File: src/ert_ram.sv
// Generic single-write, single-read RAM with registered read data.
// No dependencies.
`default_nettype none

module ert_ram #(
  parameter int unsigned WIDTH = 8,
  parameter int unsigned DEPTH = 16
) (
  input  wire logic                                         clk_i,
  input  wire logic                                         we_i,
  input  wire logic [((DEPTH > 1) ? $clog2(DEPTH) : 1)-1:0] waddr_i,
  input  wire logic [WIDTH-1:0]                             wdata_i,
  input  wire logic                                         re_i,
  input  wire logic [((DEPTH > 1) ? $clog2(DEPTH) : 1)-1:0] raddr_i,
  output logic      [WIDTH-1:0]                             rdata_o
);
  logic [WIDTH-1:0] mem_q [DEPTH];

  always_ff @(posedge clk_i) begin
    if (we_i) begin
      mem_q[waddr_i] <= wdata_i;
    end
    if (re_i) begin
      rdata_o <= mem_q[raddr_i];
    end
  end
endmodule

`default_nettype wire

File: config.mk
export PLATFORM = sky130hd
export DESIGN_NAME = ert_ram
export DESIGN_NICKNAME = d
export VERILOG_FILES = /design/src/ert_ram.sv
export SDC_FILE = /design/constraint.sdc
export NUM_CORES = 1
export LEC_CHECK = 0
export BUFFER_PORTS_ARGS = -buffer_cell sky130_fd_sc_hd__buf_4
export CAP_MARGIN = 30
export CORE_UTILIZATION = 35
export DETAILED_ROUTE_END_ITERATION = 12
export HOLD_SLACK_MARGIN = 0.03
export RECOVER_POWER = 100
export SLEW_MARGIN = 20
export SYNTH_ARGS = -nofsm -noshare
export SYNTH_HDL_FRONTEND = slang
export SYNTH_SLANG_ARGS = --single-unit
File: constraint.sdc
create_clock -name clk_i -period 3.4 [get_ports clk_i]
set_clock_uncertainty 0.2 [all_clocks]
set_input_delay 1.02 -clock clk_i [delete_from_list [all_inputs] [get_ports clk_i]]
set_output_delay 1.02 -clock clk_i [all_outputs]
set_load 0.03 [all_outputs]
==> results.json, run 1 <==
{
  "slowest_delay_ns": 0.70,
  "firstDrtPassIters": 4,
  "die_width_um": 124,
  "layout_common_cells": "edfxtp_1 (136), clkbuf_1 (40), mux4_2 (18)",
  "ys_seq_area_share_pct": 78.1,
  "diodes": 0,
  "hold_class": "register to register",
  "cts_max_path_buffers": 2,
  "syn_to_final_growth_pct": 16.2,
  "rows": 44,
  "clock-root-buffer": "clkbuf_16",
  "syn_area_per_cell_um2": 22.8,
  "drt_iter0_drc": 137,
  "path_cells": "buf_4, clkbuf_1, mux4_1, a22oi_1, nand2_1",
  "vias": 2467,
  "ys_seq_elements": 136,
  "syn_inst": 229,
  "crit_arrival_ns": 2.70,
  "grt_pass1_vias": 2518,
  "ant_nets": 0,
  "dieArea_um2": 15400,
  "ctsResizeCount": 0,
  "design_area_um2": 6070,
  "die_y_um": 124,
  "drc": 0,
  "layout.nets": 302,
  "rsz0062_at_grt": "no",
  "period_minus_slack_ns": 2.75,
  "layout_worst_path_cycle_share_pct": 80.9,
  "max_freq_ghz": 0.363,
  "dp_hpwl_um": 6750,
  "drive_gt1_share_pct": 15.8,
  "finalHoldViolations": 0,
  "cp_max_fo": 10,
  "yosysWarnings": 0,
  "startpoint_type": "input port",
  "pre_cts_ws_ns": 0.488,
  "holdBufCountCts": 0,
  "power_leakage_nw": 1.93,
  "ir_worst_vdd_v": 0.000279,
  "cts-buffers-inserted": 17,
  "antenna_found_initial": 0,
  "wl_um": 10400,
  "drv_slew": 0,
  "crit_family": "multiplexers",
  "clock-sinks": 136,
  "power.total_mw": 3.65,
  "worstSetupEndpointType": "register",
  "postCtsSetupRepairBufs": 0,
  "worst_slew_pin_slew_ns": 0.762,
  "viasPerCell": 5.18,
  "path_buf_inv": 2,
  "powerDensity_nw_per_um2": 600,
  "hold_slack_ns": 0.544,
  "required_ns": 3.35,
  "critPathSlowestCell": "mux4_1",
  "clock_latency_ns": 0.41,
  "core-area_um2": 14500,
  "max-cap-violations": 0,
  "dpl-instance-area_um2": 5720,
  "setup_violations": 0,
  "syn_area_um2": 5230,
  "slew_headroom_pct": 49.2,
  "nFillCells": 1306,
  "layout_commonest_cell": "edfxtp_1",
  "synth.distinct_cells": 18,
  "grt_usage_pct": 14.6,
  "start_util_pct": 36.0,
  "avgRoutedWirePerCell_um": 21.8,
  "grt_pass1_wl_um": 15800,
  "worst_slack_ns": 0.648,
  "outcome": "finished clean",
  "critPathKind": "input port to register",
  "htreeDepth": 4,
  "clk_pin_slew_ns": 0.05,
  "setup_tns_ns": 0,
  "synthesis.nets": 248,
  "gr-total-overflow": 0,
  "globalplace.congestion": 0.715,
  "io_buffers": 26,
  "grt_max_degree": 33,
  "ios": 27,
  "cts_tree": "built"
}
-- per-stage QoR --
stage               std cells  utilization [%]
floorplan                 229                -
global placement          448             39.4
detailed placement        448             39.4
CTS                       476             42.8
global route              476             41.8
finish                    476             41.8
-- flip-flops by register name (all words and copies together) (netlist names) --
| name | flops |
|---|---|
| mem_q | 128 |
| rdata_o | 8 |
-- area by class of cell --
cell class | count | area [um2] | share of cell area (%)
Timing Repair Buffer | 45 | 208 | 3.42
Clock inverter | 9 | 62.6 | 1.03
Sequential cell | 136 | 4080 | 67.2
Clock buffer | 19 | 433 | 7.13
Multi-Input combinational cell | 83 | 1060 | 17.4
Tap cell | 184 | 230 | 3.79
-- metal layers --
layer  wire length [um]  GRT usage (%)
met1               4710           20.6
met2               4950           21.3
met3                548           3.36
met4                169           7.02
met5                  0              0
-- power breakdown --
part / internal (mW) / total [mW] / switching, mW / leakage, nW
clock: 0.966 / 1.56 / 0.597 / 0.243
sequential: 1.89 / 1.90 / 0.00994 / 1.24
combinational: 0.0664 / 0.182 / 0.116 / 0.453
total: 2.92 / 3.65 / 0.723 / 1.93
-- tightest hold or removal path: stages, from the launching register on --
cell      delay (ns)
edfxtp_1        0.31
mux4_2          0.22
a22oi_1         0.06
nand2_1         0.05
-- synth_stat cells --
cell / count / area share (%)
nand3_1: 1 / 0.096
nor3_1: 4 / 0.38
nand2_1: 9 / 0.65
clkdlybuf4s25_2: 3 / 0.57
and2_1: 1 / 0.12
nand3b_1: 2 / 0.29
mux4_2: 18 / 7.8
or3b_2: 1 / 0.17
a22oi_1: 16 / 2.3
buf_2: 3 / 0.29
buf_6: 3 / 0.65
mux4_1: 14 / 7.0
buf_4: 1 / 0.14
and2b_1: 1 / 0.14
nand2b_1: 2 / 0.24
edfxtp_1: 136 / 78
nor2_1: 13 / 0.93
nor2b_1: 1 / 0.12
-- cells by family after synthesis --
| logic type | count (synthesis) | share of synthesized area, % |
|---|---|---|
| flops | 136 | 78.1 |
| simple gates | 35 | 3.14 |
| mux | 32 | 14.8 |
| compound gates | 16 | 2.30 |
| buf+inv | 10 | 1.65 |
-- path summary, 6_finish.rpt --
kind                 from    endpoint  slack (ns)  cells after the start
min reg2reg  mem_q[15][3]  rdata_o[3]        0.54                      3
max reg2reg   mem_q[9][4]  rdata_o[4]        1.67                      3
min          mem_q[15][3]  rdata_o[3]        0.54                      3
max            raddr_i[0]  rdata_o[0]        0.65                      5
Note: power is estimated with default switching activity, not from simulation.
==> run 2, diff against run 1 <==
clock period = 2.3 ns   (was 3.4 ns; I/O delays follow)
==> run 2 against run 1 <==
Against the previous run: combinational power increased by 55%; die area is the same; utilization is 1.3 points higher; non-clock buffer count up 8; register-to-register slack lost 1.1 ns; critical path type unchanged; critical endpoint is now mem_q[3][7]; largest power group unchanged.
==> results.json, run 2 (same netlist as run 1, synthesis figures left out) <==
{
  "crit_arrival_ns": 1.94,
  "top_regs": "mem_q: 128 flops, rdata_o: 8 flops",
  "startpoint_type": "input port",
  "core-area_um2": 14500,
  "min_to": "rdata_o[2]",
  "clkPwrFrac_pct": 45.7,
  "grt_pass1_vias": 2672,
  "syn_to_final_growth_pct": 19.7,
  "dieArea_um2": 15400,
  "cts_max_path_buffers": 2,
  "start_util_pct": 36.0,
  "grt_pass1_wl_um": 15500,
  "drt_iter0_drc": 194,
  "ios": 27,
  "powerDensity_nw_per_um2": 909,
  "clock-sinks": 136,
  "io_buffers": 26,
  "dpl-instance-area_um2": 5820,
  "netSwitchingFraction_pct": 20.9,
  "drt-met1-wl_um": 4580,
  "slew_headroom_pct": 54.1,
  "critPathKind": "input port to register",
  "globalplace.congestion": 0.727,
  "viasPerCell": 5.06,
  "wl_met2_um": 4580,
  "cp_max_fo": 8,
  "worst_slew_pin_slew_ns": 0.688,
  "die_y_um": 124,
  "required_ns": 2.14,
  "period_minus_slack_ns": 2.09,
  "setup_violations": 0,
  "clk_pin_slew_ns": 0.06,
  "clock_latency_ns": 0.41,
  "drive_gt1_share_pct": 21.4,
  "max-cap-violations": 0,
  "dp_hpwl_um": 6570,
  "max_freq_ghz": 0.478,
  "postCtsSetupRepairBufs": 0,
  "worstHoldStart": "re_i",
  "avgRoutedWirePerCell_um": 20.1,
  "htreeDepth": 4,
  "rows": 44,
  "met3_length_um": 541,
  "finalHoldViolations": 0,
  "cts_tree": "built",
  "largest_reg_flops": 128,
  "seqPwrFrac_pct": 49.3,
  "outcome": "finished clean",
  "firstDrtPassIters": 5,
  "ir_worst_vdd_v": 0.000598,
  "intPower_mw": 4.50,
  "worstSetupEndpointType": "register",
  "ant_nets": 0,
  "switchingPower_mw": 1.19,
  "r2r_end": "rdata_o[3]",
  "diodes": 0,
  "layout_commonest_cell": "edfxtp_1",
  "largest_register": "mem_q",
  "grt_max_degree": 21,
  "rsz0062_at_grt": "no",
  "design_area_um2": 6260,
  "layout_worst_path_cycle_share_pct": 91.0,
  "cts-buffers-inserted": 17,
  "hold-path-cell-count": 1,
  "drv_slew": 0,
  "reg2reg_depth": 3,
  "hold_class": "input port to register",
  "antenna_found_initial": 0,
  "gr-total-overflow": 0,
  "r2r_start": "mem_q[1][3]",
  "rrSetupSlack_ns": 0.57,
  "vias": 2467,
  "wl_um": 9820,
  "grt_usage_pct": 13.9,
  "holdBufCountCts": 0,
  "ctsResizeCount": 0,
  "drc": 0,
  "clock-root-buffer": "clkbuf_16",
  "comb_power_share_pct": 5.0,
  "layout.nets": 310,
  "worst_slack_ns": 0.207,
  "power_leakage_nw": 2.01,
  "top_layer": "met4",
  "layout_common_cells": "edfxtp_1 (136), clkbuf_1 (38), mux4_2 (18)",
  "pre_cts_ws_ns": -0.136,
  "die_width_um": 124
}
==> run 2: routing by layer <==
layer / up-vias / track usage (%)
li1: 1106 / -
met1: 1285 / 19.0
met2: 67 / 20.8
met3: 9 / 4.57
met4: 0 / 4.75
met5: - / 0
==> run 2: final cells by class <==
type                       count  area (um2)
fill                        1313        8280
clock inverter                15         155
timing repair buffer          53         305
tap                          184         230
clock buffer                  17         425
sequential                   136        4080
multi-input combinational     83        1060
==> run 2: how the worst max path moves through the flow <==
stage          startpoint     endpoint
6_report             we_i  mem_q[3][7]
5_1_grt              we_i  mem_q[1][4]
4_1_cts        raddr_i[0]   rdata_o[1]
3_5_place_dp   raddr_i[0]   rdata_o[1]
3_3_place_gp   raddr_i[0]   rdata_o[1]
2_1_floorplan  raddr_i[0]   rdata_o[1]
==> run 2: power by group through the flow <==
| stage | logic (mW) | clock network [mW] | registers, mW |
|---|---|---|---|
| 6_report | 0.283 | 2.60 | 2.81 |
| 5_1_grt | 0.308 | 2.75 | 2.81 |
| 4_1_cts | 0.312 | 2.64 | 2.81 |
| 3_5_place_dp | 0.312 | 0 | 2.86 |
| 3_3_place_gp | 0.307 | 0 | 2.86 |
| 2_1_floorplan | 0.141 | 0 | 2.88 |
==> run 2: stage by stage <==
step | hold WS [ns] | util [%] | setup TNS [ns] | std cells | power [mW]
floorplan | 0.505 | - | 0 | 229 | 3.02
finish | 0.539 | 43.1 | 0 | 488 | 5.69
global placement | 0.533 | 40.1 | -0.655 | 456 | 3.16
detailed placement | 0.538 | 40.1 | -0.719 | 456 | 3.17
CTS | 0.370 | 44.1 | 0 | 488 | 5.76
global route | 0.559 | 43.1 | 0 | 488 | 5.87
==> run 2: worst max-delay path, stage by stage <==
cell and delay (ns):
clkbuf_1 0.14, or3b_2 0.52, nor2_1 0.12, clkbuf_1 0.47
==> run 3, diff against run 2 <==
clock period = 1.7 ns   (was 2.3 ns; I/O delays follow)
==> run 3 against run 2 <==
Against the previous run: the run now ends with negative setup slack left; design area up 1.7%; sequential cell count stayed put; combinational power is 59% higher; cell count grew 1.8%; count of clock-buffer cells in the layout is 6 higher; register-to-register slack worse by 0.52 ns; die area did not move; largest cell class unchanged.
==> results.json, run 3 (same netlist as run 1, synthesis figures left out) <==
{
  "htreeDepth": 4,
  "wl_um": 9930,
  "largest_reg_flops": 128,
  "power_leakage_nw": 2.09,
  "drive_gt1_share_pct": 34.8,
  "grt_pass1_wl_um": 15800,
  "globalplace.congestion": 0.728,
  "drv_slew": 0,
  "cts_max_path_buffers": 2,
  "finalHoldViolations": 0,
  "top_regs": "mem_q: 128 flops, rdata_o: 8 flops",
  "cts-buffers-inserted": 17,
  "drt_iter0_drc": 260,
  "rows": 44,
  "antenna_found_initial": 0,
  "crit_arrival_ns": 1.00,
  "critPathKind": "register to output pin",
  "max_freq_ghz": 0.586,
  "layout_worst_path_cycle_share_pct": 100,
  "period_minus_slack_ns": 1.71,
  "ios": 27,
  "layout.nets": 320,
  "worst_slack_ns": -0.00675,
  "worst_slew_pin_slew_ns": 0.827,
  "slowest_delay_ns": 0.43,
  "grt_pass1_vias": 2696,
  "diodes": 0,
  "power.total_mw": 7.30,
  "slew_headroom_pct": 44.7,
  "required_ns": 0.99,
  "layout_common_cells": "edfxtp_1 (136), mux4_2 (31), clkbuf_1 (18)",
  "clock-sinks": 136,
  "syn_to_final_growth_pct": 21.7,
  "setup_violations": 2,
  "outcome": "finished with violations",
  "vias": 2485,
  "holdBufCountCts": 0,
  "critPathSlowestCell": "edfxtp_1",
  "die_width_um": 124,
  "stdcell_count": 497,
  "place_inst": 463,
  "avgRoutedWirePerCell_um": 20.0,
  "violations": "negative setup slack",
  "die_y_um": 124,
  "largest_register": "mem_q",
  "max-cap-violations": 0,
  "firstDrtPassIters": 4,
  "drc": 0,
  "startpoint_type": "register",
  "worstSetupEndpointType": "output pin",
  "layout_commonest_cell": "edfxtp_1",
  "cp_max_fo": 1,
  "cts_tree": "built",
  "viasPerCell": 5.00,
  "dieArea_um2": 15400,
  "clk_pin_slew_ns": 0.05,
  "powerDensity_nw_per_um2": 1150,
  "start_util_pct": 36.0,
  "grt_max_degree": 17,
  "rsz0062_at_grt": "yes",
  "clock-root-buffer": "clkbuf_16",
  "hold_class": "input port to register",
  "path_cells": "buf_6",
  "ant_nets": 0,
  "core-area_um2": 14500,
  "fin_util_pct": 43.8,
  "dp_hpwl_um": 6520,
  "crit_family": "flip-flops",
  "clock_latency_ns": 0.41,
  "gr-total-overflow": 0,
  "grt_usage_pct": 14.1,
  "io_buffers": 26,
  "setup_tns_ns": -0.0115,
  "path_buf_inv": 1,
  "ir_worst_vdd_v": 0.000724
}
run 3: changes by cell type in the layout (fill, tap and decap cells not counted), moves of 6 or more:
| cell | change |
|---|---|
| mux4_1 | -13 |
| clkbuf_1 | -20 |
| clkbuf_2 | +12 |
| mux4_2 | +13 |
| buf_6 | +7 |
| buf_4 | +6 |
run 3: cell type report:
type	count	area [um2]
clock buffers	23	448
clock inverters	8	32.5
fillers	1282	8170
multi-input cells	83	1060
flip-flops and latches	136	4080
well taps	184	230
repair buffers	63	512
run 3: path summary, 6_finish.rpt:
path	end	cells after the start	from	slack, ns
setup / recovery	rdata_o[3]	1	rdata_o[3]	-0.007
hold / removal	rdata_o[5]	1	re_i	0.37
setup reg to reg	rdata_o[7]	3	mem_q[0][7]	0.05
hold reg to reg	rdata_o[5]	3	mem_q[7][5]	0.56
run 3: power breakdown:
| part | internal [mW] | total, mW | switching, mW |
|---|---|---|---|
| Sequential | 3.78 | 3.81 | 0.0242 |
| Combinational | 0.210 | 0.451 | 0.241 |
| Clock | 1.81 | 3.04 | 1.22 |
| Total | 5.81 | 7.30 | 1.49 |
run 3: metal layers:
metal  wire (um)  vias up  global-route usage, %
met3         423        8                   4.74
met5           0        -                      0
met1        4520     1310                   18.4
met4          97        0                   4.89
met2        4890       57                   22.1
li1            -     1110                      -
run 3: stage by stage:
stage          setup slack (ns)  hold slack (ns)  instance area (um2)
2_1_floorplan            -0.210            0.409                 5260
3_3_place_gp             -0.555            0.532                 5960
3_5_place_dp             -0.528            0.551                 5960
4_1_cts                 -0.0277            0.197                 6490
5_1_grt                 -0.0431            0.374                 6360
6_report               -0.00675            0.375                 6360
run 3: what timing repair did:
item                                    4_1_cts  5_1_grt
buffers inserted                              1        2
endpoints found under the setup margin       13       12
pin swaps                                     1        2
gates resized for setup                      11        4
