===== config.mk =====
export PLATFORM = sky130hd
export DESIGN_NAME = ert_cmp
export DESIGN_NICKNAME = d
export VERILOG_FILES = /design/src/ert_pkg.sv /design/src/ert_cmp.sv
export SDC_FILE = /design/constraint.sdc
export NUM_CORES = 1
export LEC_CHECK = 0
export ABC_CLOCK_PERIOD_IN_PS = 2000
export BUFFER_PORTS_ARGS = -buffer_cell sky130_fd_sc_hd__buf_2
export CAP_MARGIN = 20
export CELL_PAD_IN_SITES_DETAIL_PLACEMENT = 1
export CELL_PAD_IN_SITES_GLOBAL_PLACEMENT = 1
export CORE_MARGIN = 2
export CORE_UTILIZATION = 26
export DETAILED_ROUTE_END_ITERATION = 6
export PLACE_DENSITY = 0.95
export SLEW_MARGIN = 10
export SYNTH_ARGS = -nofsm -noshare
export SYNTH_HDL_FRONTEND = slang
export SYNTH_SLANG_ARGS = --single-unit

===== constraint.sdc =====
create_clock -name vclk -period 2
set_input_delay 0.1 -clock vclk [all_inputs]
set_output_delay 0.1 -clock vclk [all_outputs]
set_load 0.05 [all_outputs]

===== src/ert_pkg.sv =====
// Shared types and constants of the epoch reclamation tracker.
// No dependencies; ert_if, the top level and ert_cmp refer to it by scoped names.
`default_nettype none

package ert_pkg;

  localparam int unsigned READERS      = 16;
  localparam int unsigned RETIRE_DEPTH = 32;
  localparam int unsigned HANDLE_BITS  = 32;

  localparam int unsigned OP_W    = 3;
  localparam int unsigned READER_W = 4;
  localparam int unsigned EPOCH_W = 64;
  localparam int unsigned CNT_W   = 6;
  localparam int unsigned ADDR_W  = (RETIRE_DEPTH > 1) ? $clog2(RETIRE_DEPTH) : 1;
  localparam int unsigned SLOT_W  = (READERS > 1) ? $clog2(READERS) : 1;

  localparam logic [EPOCH_W-1:0] QUIESCENT = {EPOCH_W{1'b1}};

  typedef enum logic [OP_W-1:0] {
    OP_ENTER   = 3'd0,
    OP_EXIT    = 3'd1,
    OP_RETIRE  = 3'd2,
    OP_RECLAIM = 3'd3,
    OP_FORCE   = 3'd4
  } op_e;

  typedef enum logic [3:0] {
    ST_IDLE,
    ST_SINGLE,
    ST_MIN,
    ST_RD,
    ST_CHK,
    ST_LAST,
    ST_MOVE,
    ST_FIN,
    ST_FRD,
    ST_FEMIT
  } state_e;

  typedef struct packed {
    logic [EPOCH_W-1:0]     epoch;
    logic [HANDLE_BITS-1:0] handle;
  } entry_t;

  typedef struct packed {
    logic                   freed_valid;
    logic [HANDLE_BITS-1:0] freed_handle;
    logic                   last;
    logic [CNT_W-1:0]       freed_count;
    logic [CNT_W-1:0]       pending_count;
    logic                   status;
  } result_t;

endpackage

`default_nettype wire


===== src/ert_cmp.sv =====
// Shared 64-bit unsigned less-or-equal compare, used by the min scan
// and by the reclaim test. Depends on ert_pkg.
`default_nettype none

module ert_cmp (
  input  wire logic [ert_pkg::EPOCH_W-1:0] a_i,
  input  wire logic [ert_pkg::EPOCH_W-1:0] b_i,
  output logic                             le_o
);
  logic [ert_pkg::EPOCH_W:0] diff;

  // borrow out of b - a is set exactly when a > b
  assign diff = {1'b0, b_i} - {1'b0, a_i};
  assign le_o = ~diff[ert_pkg::EPOCH_W];
endmodule

`default_nettype wire

==> results of run 1 <==
-- per-stage QoR --
step / hold slack, ns / total power, W
detailed placement: 0.811 / 0.000434
floorplan: 0.609 / 0.000234
CTS: 0.745 / 0.000439
global route: 0.784 / 0.000511
finish: 0.712 / 0.000438
global placement: 0.804 / 0.000406
-- per-layer routing --
metal / routed length [um] / track usage / share of wire
met1: 1820 / 0.144 / 0.35
met2: 2970 / 0.328 / 0.57
met3: 388 / 0.0141 / 0.075
met4: 0 / 0.00333 / 0
met5: 0 / 0 / 0
-- path summary, 6_finish.rpt --
path | endpoint | slack [ns] | cells past startpoint
max | le_o | 0.12 | 10
min | le_o | 0.71 | 5
-- what timing repair did --
action	in CTS	in global routing
setup endpoints to repair	1	1
gates resized for setup	1	5
pin swaps	0	4
-- worst max-delay path, delay by kind of cell --
| kind | cells | cell delay (ns) |
|---|---|---|
| AOI/OAI and AO/OA | 6 | 1.11 |
| adders and majority gates | 1 | 0.30 |
| buffers and inverters | 3 | 0.26 |
-- where the power goes --
group	leakage, nW	switching (W)	internal, W	total, W
sequential	0	0	0	0
combinational	1.54	0.000217	0.000222	0.000438
clock	0	0	0	0
-- layout make-up --
class | instances | area share
multi-input combinational | 165 | 0.580
inverter | 64 | 0.101
tap | 75 | 0.0394
timing repair buffer | 131 | 0.280
-- kinds of logic after synthesis --
group                    count (synthesis)  share of synthesized area
adder cells (fa/ha/maj)                 63                      0.495
AND/OR/NAND/NOR                         53                      0.176
AO/OA/AOI/OAI                           49                      0.178
buffers and inverters                   64                      0.151
-- layout by cell type (no fill, tap or decap), types with 2 or more instances in the layout --
cell / count
buf_2: 128
inv_1: 64
ha_1: 63
a21oi_1: 26
nand2_1: 20
o21ai_0: 9
nor2_1: 8
nand4_1: 6
nand3_1: 6
and4_1: 3
nand3_2: 2
nor4_4: 2
nand2b_1: 2
a21o_1: 2
a31oi_1: 2
buf_4: 2
==> run summary, run 1 <==
================================================================================
Ratio of cells with drive above 1 in the final layout .............        0.381
Critical Path AT ..................................................      1.78 ns
Std-Cell Core Area ................................................    5920 um^2
Buffers inserted during post-CTS setup optimization ...............            0
Worst VDD drop ....................................................      64.5 uV
GRT Overall Usage .................................................        0.145
Leakage power .....................................................      1.54 nW
Summed instance area of the synthesized netlist ...................    1590 um^2
Net count of the mapped netlist ...................................          420
Worst setup margin ................................................     0.118 ns
Dpl cell area .....................................................    2350 um^2
Total wire length after detailed routing ..........................      5170 um
Cell types with the largest area share after synthesis ............ ha_1 (50%), inv_1 (15%), a21oi_1 (8.2%), nand2_1 (4.7%), o21ai_0 (2.8%)
Number of antenna violations at the first check in global routing .            0
Required time at the endpoint of the critical path ................      1.90 ns
Pin count of the biggest net entering global routing ..............            4
Nets ..............................................................          553
Sequential area share after synthesis .............................            0
Num rows ..........................................................           28
Worst Hold Launch .................................................      b_i[62]
Final core utilization ............................................        0.402
YS warnings .......................................................            0
Starting Density ..................................................        0.269
Final worst path period need ......................................      1.88 ns
Register area .....................................................       0 um^2
Width of the chip .................................................      82.2 um
Congestion Overflow GR ............................................            0
Post-cts hold buffer count ........................................            0
Critical-path cell list ........................................... buf_2 -> inv_1 -> ha_1 -> a21o_1 -> a221o_1 -> a211oi_2 -> a32oi_1 -> a31oi_1 -> o21ai_2 -> buf_6
Via count of the first global-routing pass ........................         2064
Final cell area excluding filler cells ............................    2380 um^2
DRC viols .........................................................            0
Starting DRT DRC Count ............................................           22
Critical path class ............................................... primary input to output port
Die Ht ............................................................      82.2 um
Number of clock buffers in the layout .............................            0
Final hold violations .............................................            0
Die Area ..........................................................    6760 um^2
Total area of multi-input combinational cells .....................    1380 um^2
Most used standard cell by instance count after synthesis .........        inv_1
Pin slew with the least headroom to its limit .....................     0.381 ns
Placement-stage worst setup slack .................................   -0.0140 ns
Number of fill cells in the layout ................................          826
HPWL reported at the end of detailed placement ....................      5060 um
Layout Area Growth over Synthesis .................................        49.6%
Fin. max-slew vios ................................................            0
Setup crit start ..................................................      a_i[38]
Wire length of the first global-routing pass ......................      8080 um
Fin Setup TNS .....................................................         0 ns
Total power divided by cell area ..................................  184 nW/um^2
Non-filler cells, final ...........................................          435
Placed Cells incl. Taps ...........................................          435
Achievable Freq ...................................................      531 MHz
Antenna diode instance count ......................................            0
Commonest cells in the netlist .................................... inv_1 (64), ha_1 (63), a21oi_1 (26), nand2_1 (20), o21ai_0 (9)
Run status ........................................................ finished, final reports clean
Highest-delay cell along the critical path ........................      a221o_1
Startpoint kind of the worst setup timing path .................... primary input
Critical path fanouts, max ........................................            2
WL per Instance ...................................................      11.9 um
Synth top area share ..............................................        0.495
Crit end category .................................................  output port
Seq Cell Count ....................................................            0
Max-cap violations ................................................            0
Number of detailed-route iterations in the first pass .............            4
Distinct cell type count after synthesis ..........................           28
Relative slew slack ...............................................        0.739
Average footprint of a synthesized cell ...........................    6.95 um^2
I/O Buffers .......................................................          129
Tightest Hold Check Type .......................................... primary input to output port
Mapped Cells ......................................................          229
Final antenna-violating net count .................................            0
Post-synth top area cell ..........................................         ha_1
Final clock period utilization by the worst path ..................        0.941
Routability congestion estimate ...................................        0.756
# IOs .............................................................          129
Largest stage delay on the critical path ..........................      0.36 ns
Vias ..............................................................         2027
Final setup vio count .............................................            0
Via density per instance ..........................................         4.66
Setup repair after global routing missed its margin ...............        false
================================================================================
No activity file was read; power rests on OpenSTA's default activity.
==> run 2: changes to the inputs <==
--- a/config.mk
+++ b/config.mk
@@ -5,11 +5,13 @@
 export SDC_FILE = /design/constraint.sdc
 export NUM_CORES = 1
 export LEC_CHECK = 0
+export ABC_AREA = 1
 export ABC_CLOCK_PERIOD_IN_PS = 2000
 export BUFFER_PORTS_ARGS = -buffer_cell sky130_fd_sc_hd__buf_2
 export CAP_MARGIN = 20
 export CELL_PAD_IN_SITES_DETAIL_PLACEMENT = 1
 export CELL_PAD_IN_SITES_GLOBAL_PLACEMENT = 1
+export CORE_ASPECT_RATIO = 1.2
 export CORE_MARGIN = 2
 export CORE_UTILIZATION = 26
 export DETAILED_ROUTE_END_ITERATION = 6
==> run summary, run 2 <==
==========================================================================================
Die Area ....................................................................    6910 um^2
Number of detailed-route iterations in the first pass .......................            2
Final antenna-violating net count ...........................................            0
Number of clock buffers in the layout .......................................            0
Tightest Hold Check Type .................................................... primary input to output port
Summed instance area of the synthesized netlist .............................    1630 um^2
Net count of the mapped netlist .............................................          452
Final worst path period need ................................................      1.58 ns
Simple-gate portion of the synthesized area .................................        0.208
Placed Cells incl. Taps .....................................................          472
Std-Cell Core Area ..........................................................    6050 um^2
Non-filler cells, final .....................................................          472
Startpoint kind of the worst setup timing path .............................. primary input
Ratio of cells with drive above 1 in the final layout .......................        0.341
Commonest non-fill, non-tap cell in the layout ..............................        buf_2
Cell types with the largest area share after synthesis ...................... ha_1 (48%), inv_1 (16%), nand2_1 (12%), a21oi_1 (9.2%), nor2_1 (3.9%)
I/O Buffers .................................................................          129
Average footprint of a synthesized cell .....................................    6.24 um^2
Sequential area share after synthesis .......................................            0
Buffers inserted during post-CTS setup optimization .........................            0
Via density per instance ....................................................         4.46
Commonest cells in the netlist .............................................. inv_1 (71), ha_1 (63), nand2_1 (52), a21oi_1 (30), nor2_1 (17)
Multiplexer area fraction after synthesis ...................................            0
Most used standard cell by instance count after synthesis ...................        inv_1
Pin count of the biggest net entering global routing ........................            4
Critical path class ......................................................... primary input to output port
Nets ........................................................................          583
Run status .................................................................. finished, final reports clean
DRC viols ...................................................................            0
Synth top area share ........................................................        0.484
Placement-stage worst setup slack ...........................................     0.396 ns
Total area of multi-input combinational cells ...............................    1360 um^2
Register area ...............................................................       0 um^2
Seq Cell Count ..............................................................            0
Num rows ....................................................................           31
Distinct cell type count after synthesis ....................................           17
Required time at the endpoint of the critical path ..........................      1.90 ns
Routability congestion estimate .............................................        0.704
Total power divided by cell area ............................................  180 nW/um^2
Worst setup margin ..........................................................     0.420 ns
Relative slew slack .........................................................        0.828
Post-cts hold buffer count ..................................................            0
Congestion Overflow GR ......................................................            0
Vias ........................................................................         2107
Final hold violations .......................................................            0
Main combinational cell family by area after synthesis ......................  adder cells
Wire length of the first global-routing pass ................................      9070 um
Final core utilization ......................................................        0.393
Starting Density ............................................................        0.269
Achievable Freq .............................................................      633 MHz
Final clock period utilization by the worst path ............................        0.790
Worst VDD drop ..............................................................      67.9 uV
Final setup vio count .......................................................            0
Overall power of the completed layout .......................................   0.000428 W
Starting DRT DRC Count ......................................................           15
Xor-xnor portion of the synthesized cell area ...............................            0
Max-cap violations ..........................................................            0
Mapped Cells ................................................................          261
Setup repair after global routing missed its margin .........................        false
Post-synth top area cell ....................................................         ha_1
Compound-Gate Fraction of Synth Area ........................................        0.142
Number of fill cells in the layout ..........................................          848
Layout Area Growth over Synthesis ...........................................        46.0%
Number of cells upsized or downsized after cts ..............................            0
Total wire length after detailed routing ....................................      5200 um
Leakage power ...............................................................      1.61 nW
Fin Setup TNS ...............................................................         0 ns
Die Ht ......................................................................      90.7 um
Critical Path AT ............................................................      1.48 ns
YS warnings .................................................................            0
Antenna diode instance count ................................................            0
Crit end category ...........................................................  output port
Commonest non-fill, non-tap cells in the layout ............................. buf_2 (129), inv_1 (71), ha_1 (63), nand2_1 (52), a21oi_1 (30)
GRT Overall Usage ...........................................................        0.150
Pin slew with the least headroom to its limit ...............................     0.260 ns
Number of antenna violations at the first check in global routing ...........            0
Fin. max-slew vios ..........................................................            0
Width of the chip ...........................................................      76.2 um
Via count of the first global-routing pass ..................................         2360
HPWL reported at the end of detailed placement ..............................      5110 um
Critical path fanouts, max ..................................................            3
# IOs .......................................................................          129
WL per Instance .............................................................      11.0 um
Share of synthesized cell area in full adder, half adder and majority cells .        0.484
==========================================================================================
==> run 2: changes by cell type after synthesis, sizes merged, moves of 2 or more <==
cell,change
nand2,+33
nand3,-4
nor3,+2
a21oi,+5
nand4,-2
nand2b,-2
and4,-3
inv,+8
a31oi,-2
nor2,+9
==> run 2: cell families after synthesis <==
logic type | Yosys count
AOI/OAI and AO/OA | 44
adders and majority gates | 63
buffers and inverters | 72
and+or+nand+nor | 82
==> run 2: final timing paths <==
path / cells after the start / start / endpoint
max: 10 / a_i[55] / le_o
min: 9 / b_i[31] / le_o
==> run 2: metal layers <==
layer | GRT usage | vias to the layer above | share of wire
met3 | 0.0190 | 8 | 0.063
met1 | 0.140 | 927 | 0.35
li1 | - | 1094 | -
met2 | 0.336 | 78 | 0.57
met5 | 0 | - | 0
met4 | 0.0242 | 0 | 0.017
==> run 2: area by class of cell <==
cell class | instances | area share
multi-input cells | 189 | 0.571
well taps | 82 | 0.0432
repair buffers | 129 | 0.272
inverters | 72 | 0.114
==> run 2: critical path, stage by stage <==
cell and delay (ns):
buf_2 0.07, inv_1 0.04, ha_1 0.31, nand2_2 0.08, nor4_2 0.28, nand2_1 0.13
a21oi_2 0.11, nor2_1 0.04, nand2_1 0.05, buf_2 0.26
==> run 2: power breakdown <==
group          leakage (nW)  total (W)  switching, W  internal [W]
logic                  1.61   0.000428      0.000213      0.000215
registers                 0          0             0             0
clock network             0          0             0             0
==> run 2: stage by stage <==
stage / hold WS (ns) / cell area, um^2
2_1_floorplan: 0.848 / 1630
3_3_place_gp: 0.966 / 2380
3_5_place_dp: 0.996 / 2380
4_1_cts: 0.990 / 2380
5_1_grt: 1.07 / 2380
6_report: 0.958 / 2380
==> run 3: changes to the inputs <==
--- a/config.mk
+++ b/config.mk
@@ -5,8 +5,8 @@
 export SDC_FILE = /design/constraint.sdc
 export NUM_CORES = 1
 export LEC_CHECK = 0
-export ABC_AREA = 1
-export ABC_CLOCK_PERIOD_IN_PS = 2000
+export ABC_AREA = 0
+export ABC_CLOCK_PERIOD_IN_PS = 1500
 export BUFFER_PORTS_ARGS = -buffer_cell sky130_fd_sc_hd__buf_2
 export CAP_MARGIN = 20
 export CELL_PAD_IN_SITES_DETAIL_PLACEMENT = 1
==> constraint.sdc (replaced) <==
create_clock -name vclk -period 1.5
set_input_delay 0.075 -clock vclk [all_inputs]
set_output_delay 0.075 -clock vclk [all_outputs]
set_load 0.05 [all_outputs]
==> run summary, run 3 (same netlist as run 1, synthesis figures left out) <==
================================================================================
Switching share of total power ....................................        0.472
Post-cts hold buffer count ........................................            0
Final antenna-violating net count .................................            0
Worst setup margin ................................................    -0.310 ns
Commonest non-fill, non-tap cell in the layout ....................        buf_2
Via count of the first global-routing pass ........................         2382
Critical path class ............................................... primary input to output port
Number of fill cells in the layout ................................          773
Placement-stage worst setup slack .................................    -0.488 ns
Number of detailed-route iterations in the first pass .............            4
Dpl cell area .....................................................    2600 um^2
GRT Overall Usage .................................................        0.166
Nets ..............................................................          570
Overall power of the completed layout .............................   0.000797 W
WL per Instance ...................................................      14.4 um
Achievable Freq ...................................................      553 MHz
Congestion Overflow GR ............................................            0
Run status ........................................................ finished, violations left
Layout Area Growth over Synthesis .................................        81.4%
Pin count of the biggest net entering global routing ..............            4
Register area .....................................................       0 um^2
Num rows ..........................................................           31
Ratio of cells with drive above 1 in the final layout .............        0.512
Max-cap violations ................................................            0
Non-filler cells, final ...........................................          459
Critical Path AT ..................................................      1.73 ns
Leakage power .....................................................      1.63 nW
Final clock period utilization by the worst path ..................         1.21
Std-Cell Core Area ................................................    5970 um^2
Required time at the endpoint of the critical path ................      1.42 ns
Wire length of the first global-routing pass ......................      9310 um
Via density per instance ..........................................         4.75
Final setup vio count .............................................            1
DRC viols .........................................................            0
Vias ..............................................................         2181
Cell Int Power ....................................................   0.000421 W
Starting DRT DRC Count ............................................           24
Seq Cell Count ....................................................            0
Antenna diode instance count ......................................            0
Die Ht ............................................................      89.7 um
Setup repair after global routing missed its margin ...............         true
Fin. max-slew vios ................................................            0
I/O Buffers .......................................................          129
Startpoint kind of the worst setup timing path .................... primary input
Commonest non-fill, non-tap cells in the layout ................... buf_2 (122), inv_1 (52), ha_1 (43), a21oi_1 (26), ha_4 (20)
Critical path fanouts, max ........................................            2
Worst VDD drop ....................................................      98.7 uV
Number of clock buffers in the layout .............................            0
Failing checks .................................................... negative setup slack
Gate power share ..................................................        1.000
Routability congestion estimate ...................................        0.737
Number of antenna violations at the first check in global routing .            0
Width of the chip .................................................      75.4 um
Starting Density ..................................................        0.266
HPWL reported at the end of detailed placement ....................      5590 um
Placed Cells incl. Taps ...........................................          456
Tightest Hold Check Type .......................................... primary input to output port
Final worst path period need ......................................      1.81 ns
Power spent charging and discharging nets .........................   0.000376 W
Seq pwr share .....................................................            0
Final cell area excluding filler cells ............................    2890 um^2
Crit end category .................................................  output port
Proportion of power drawn by the clock network ....................            0
Relative slew slack ...............................................        0.792
Final hold violations .............................................            0
Pin slew with the least headroom to its limit .....................     0.311 ns
Total wire length after detailed routing ..........................      6590 um
# IOs .............................................................          129
Total power divided by cell area ..................................  276 nW/um^2
Die Area ..........................................................    6770 um^2
================================================================================
==> run 3: path summary, 6_finish.rpt <==
check / startpoint / to / slack, ns / depth (start not counted)
max: a_i[11] / le_o / -0.31 / 10
min: b_i[62] / le_o / 0.81 / 6
==> run 3: critical path: stages <==
cell      delay, ns
buf_2          0.08
inv_1          0.05
ha_4           0.27
and4_1         0.22
nand3_1        0.09
o32a_1         0.36
nand4b_1       0.15
a31oi_4        0.11
o21ai_4        0.15
buf_8          0.17
==> run 3: through the flow <==
stage	utilization	hold WS [ns]	setup TNS, ns
2_1_floorplan	-	0.521	-0.0739
3_3_place_gp	0.435	0.887	-0.468
3_5_place_dp	0.435	0.897	-0.488
4_1_cts	0.441	0.802	-0.296
5_1_grt	0.483	0.847	-0.402
6_report	0.483	0.810	-0.310
==> run 3: layout make-up <==
type / instances / area (um^2) / area share
Inverter: 64 / 240 / 0.0832
Multi-Input combinational cell: 165 / 1710 / 0.592
Tap cell: 82 / 103 / 0.0355
Timing Repair Buffer: 148 / 836 / 0.290
==> run 3: what timing repair did <==
| action | CTS | global route |
|---|---|---|
| setup endpoints to repair | 1 | 1 |
| pin swaps | 0 | 28 |
| gates resized for setup | 7 | 30 |
| buffers inserted | 0 | 3 |
| cloned | 0 | 0 |
==> run 3: per-layer routing <==
metal  vias to the layer above  global-route usage  part of all wire
met3                         4              0.0179             0.067
met4                         0             0.00731            0.0067
met5                         -                   0                 0
li1                       1081                   -                 -
met1                       997               0.161              0.35
met2                        99               0.361              0.58
==> run 3: power groups by stage <==
stage	clock network [W]	logic, W	registers, W
after floorplan	0	0.000351	0
after global placement	0	0.000636	0
after detailed placement	0	0.000681	0
after CTS	0	0.000702	0
after global routing	0	0.000902	0
final	0	0.000797	0
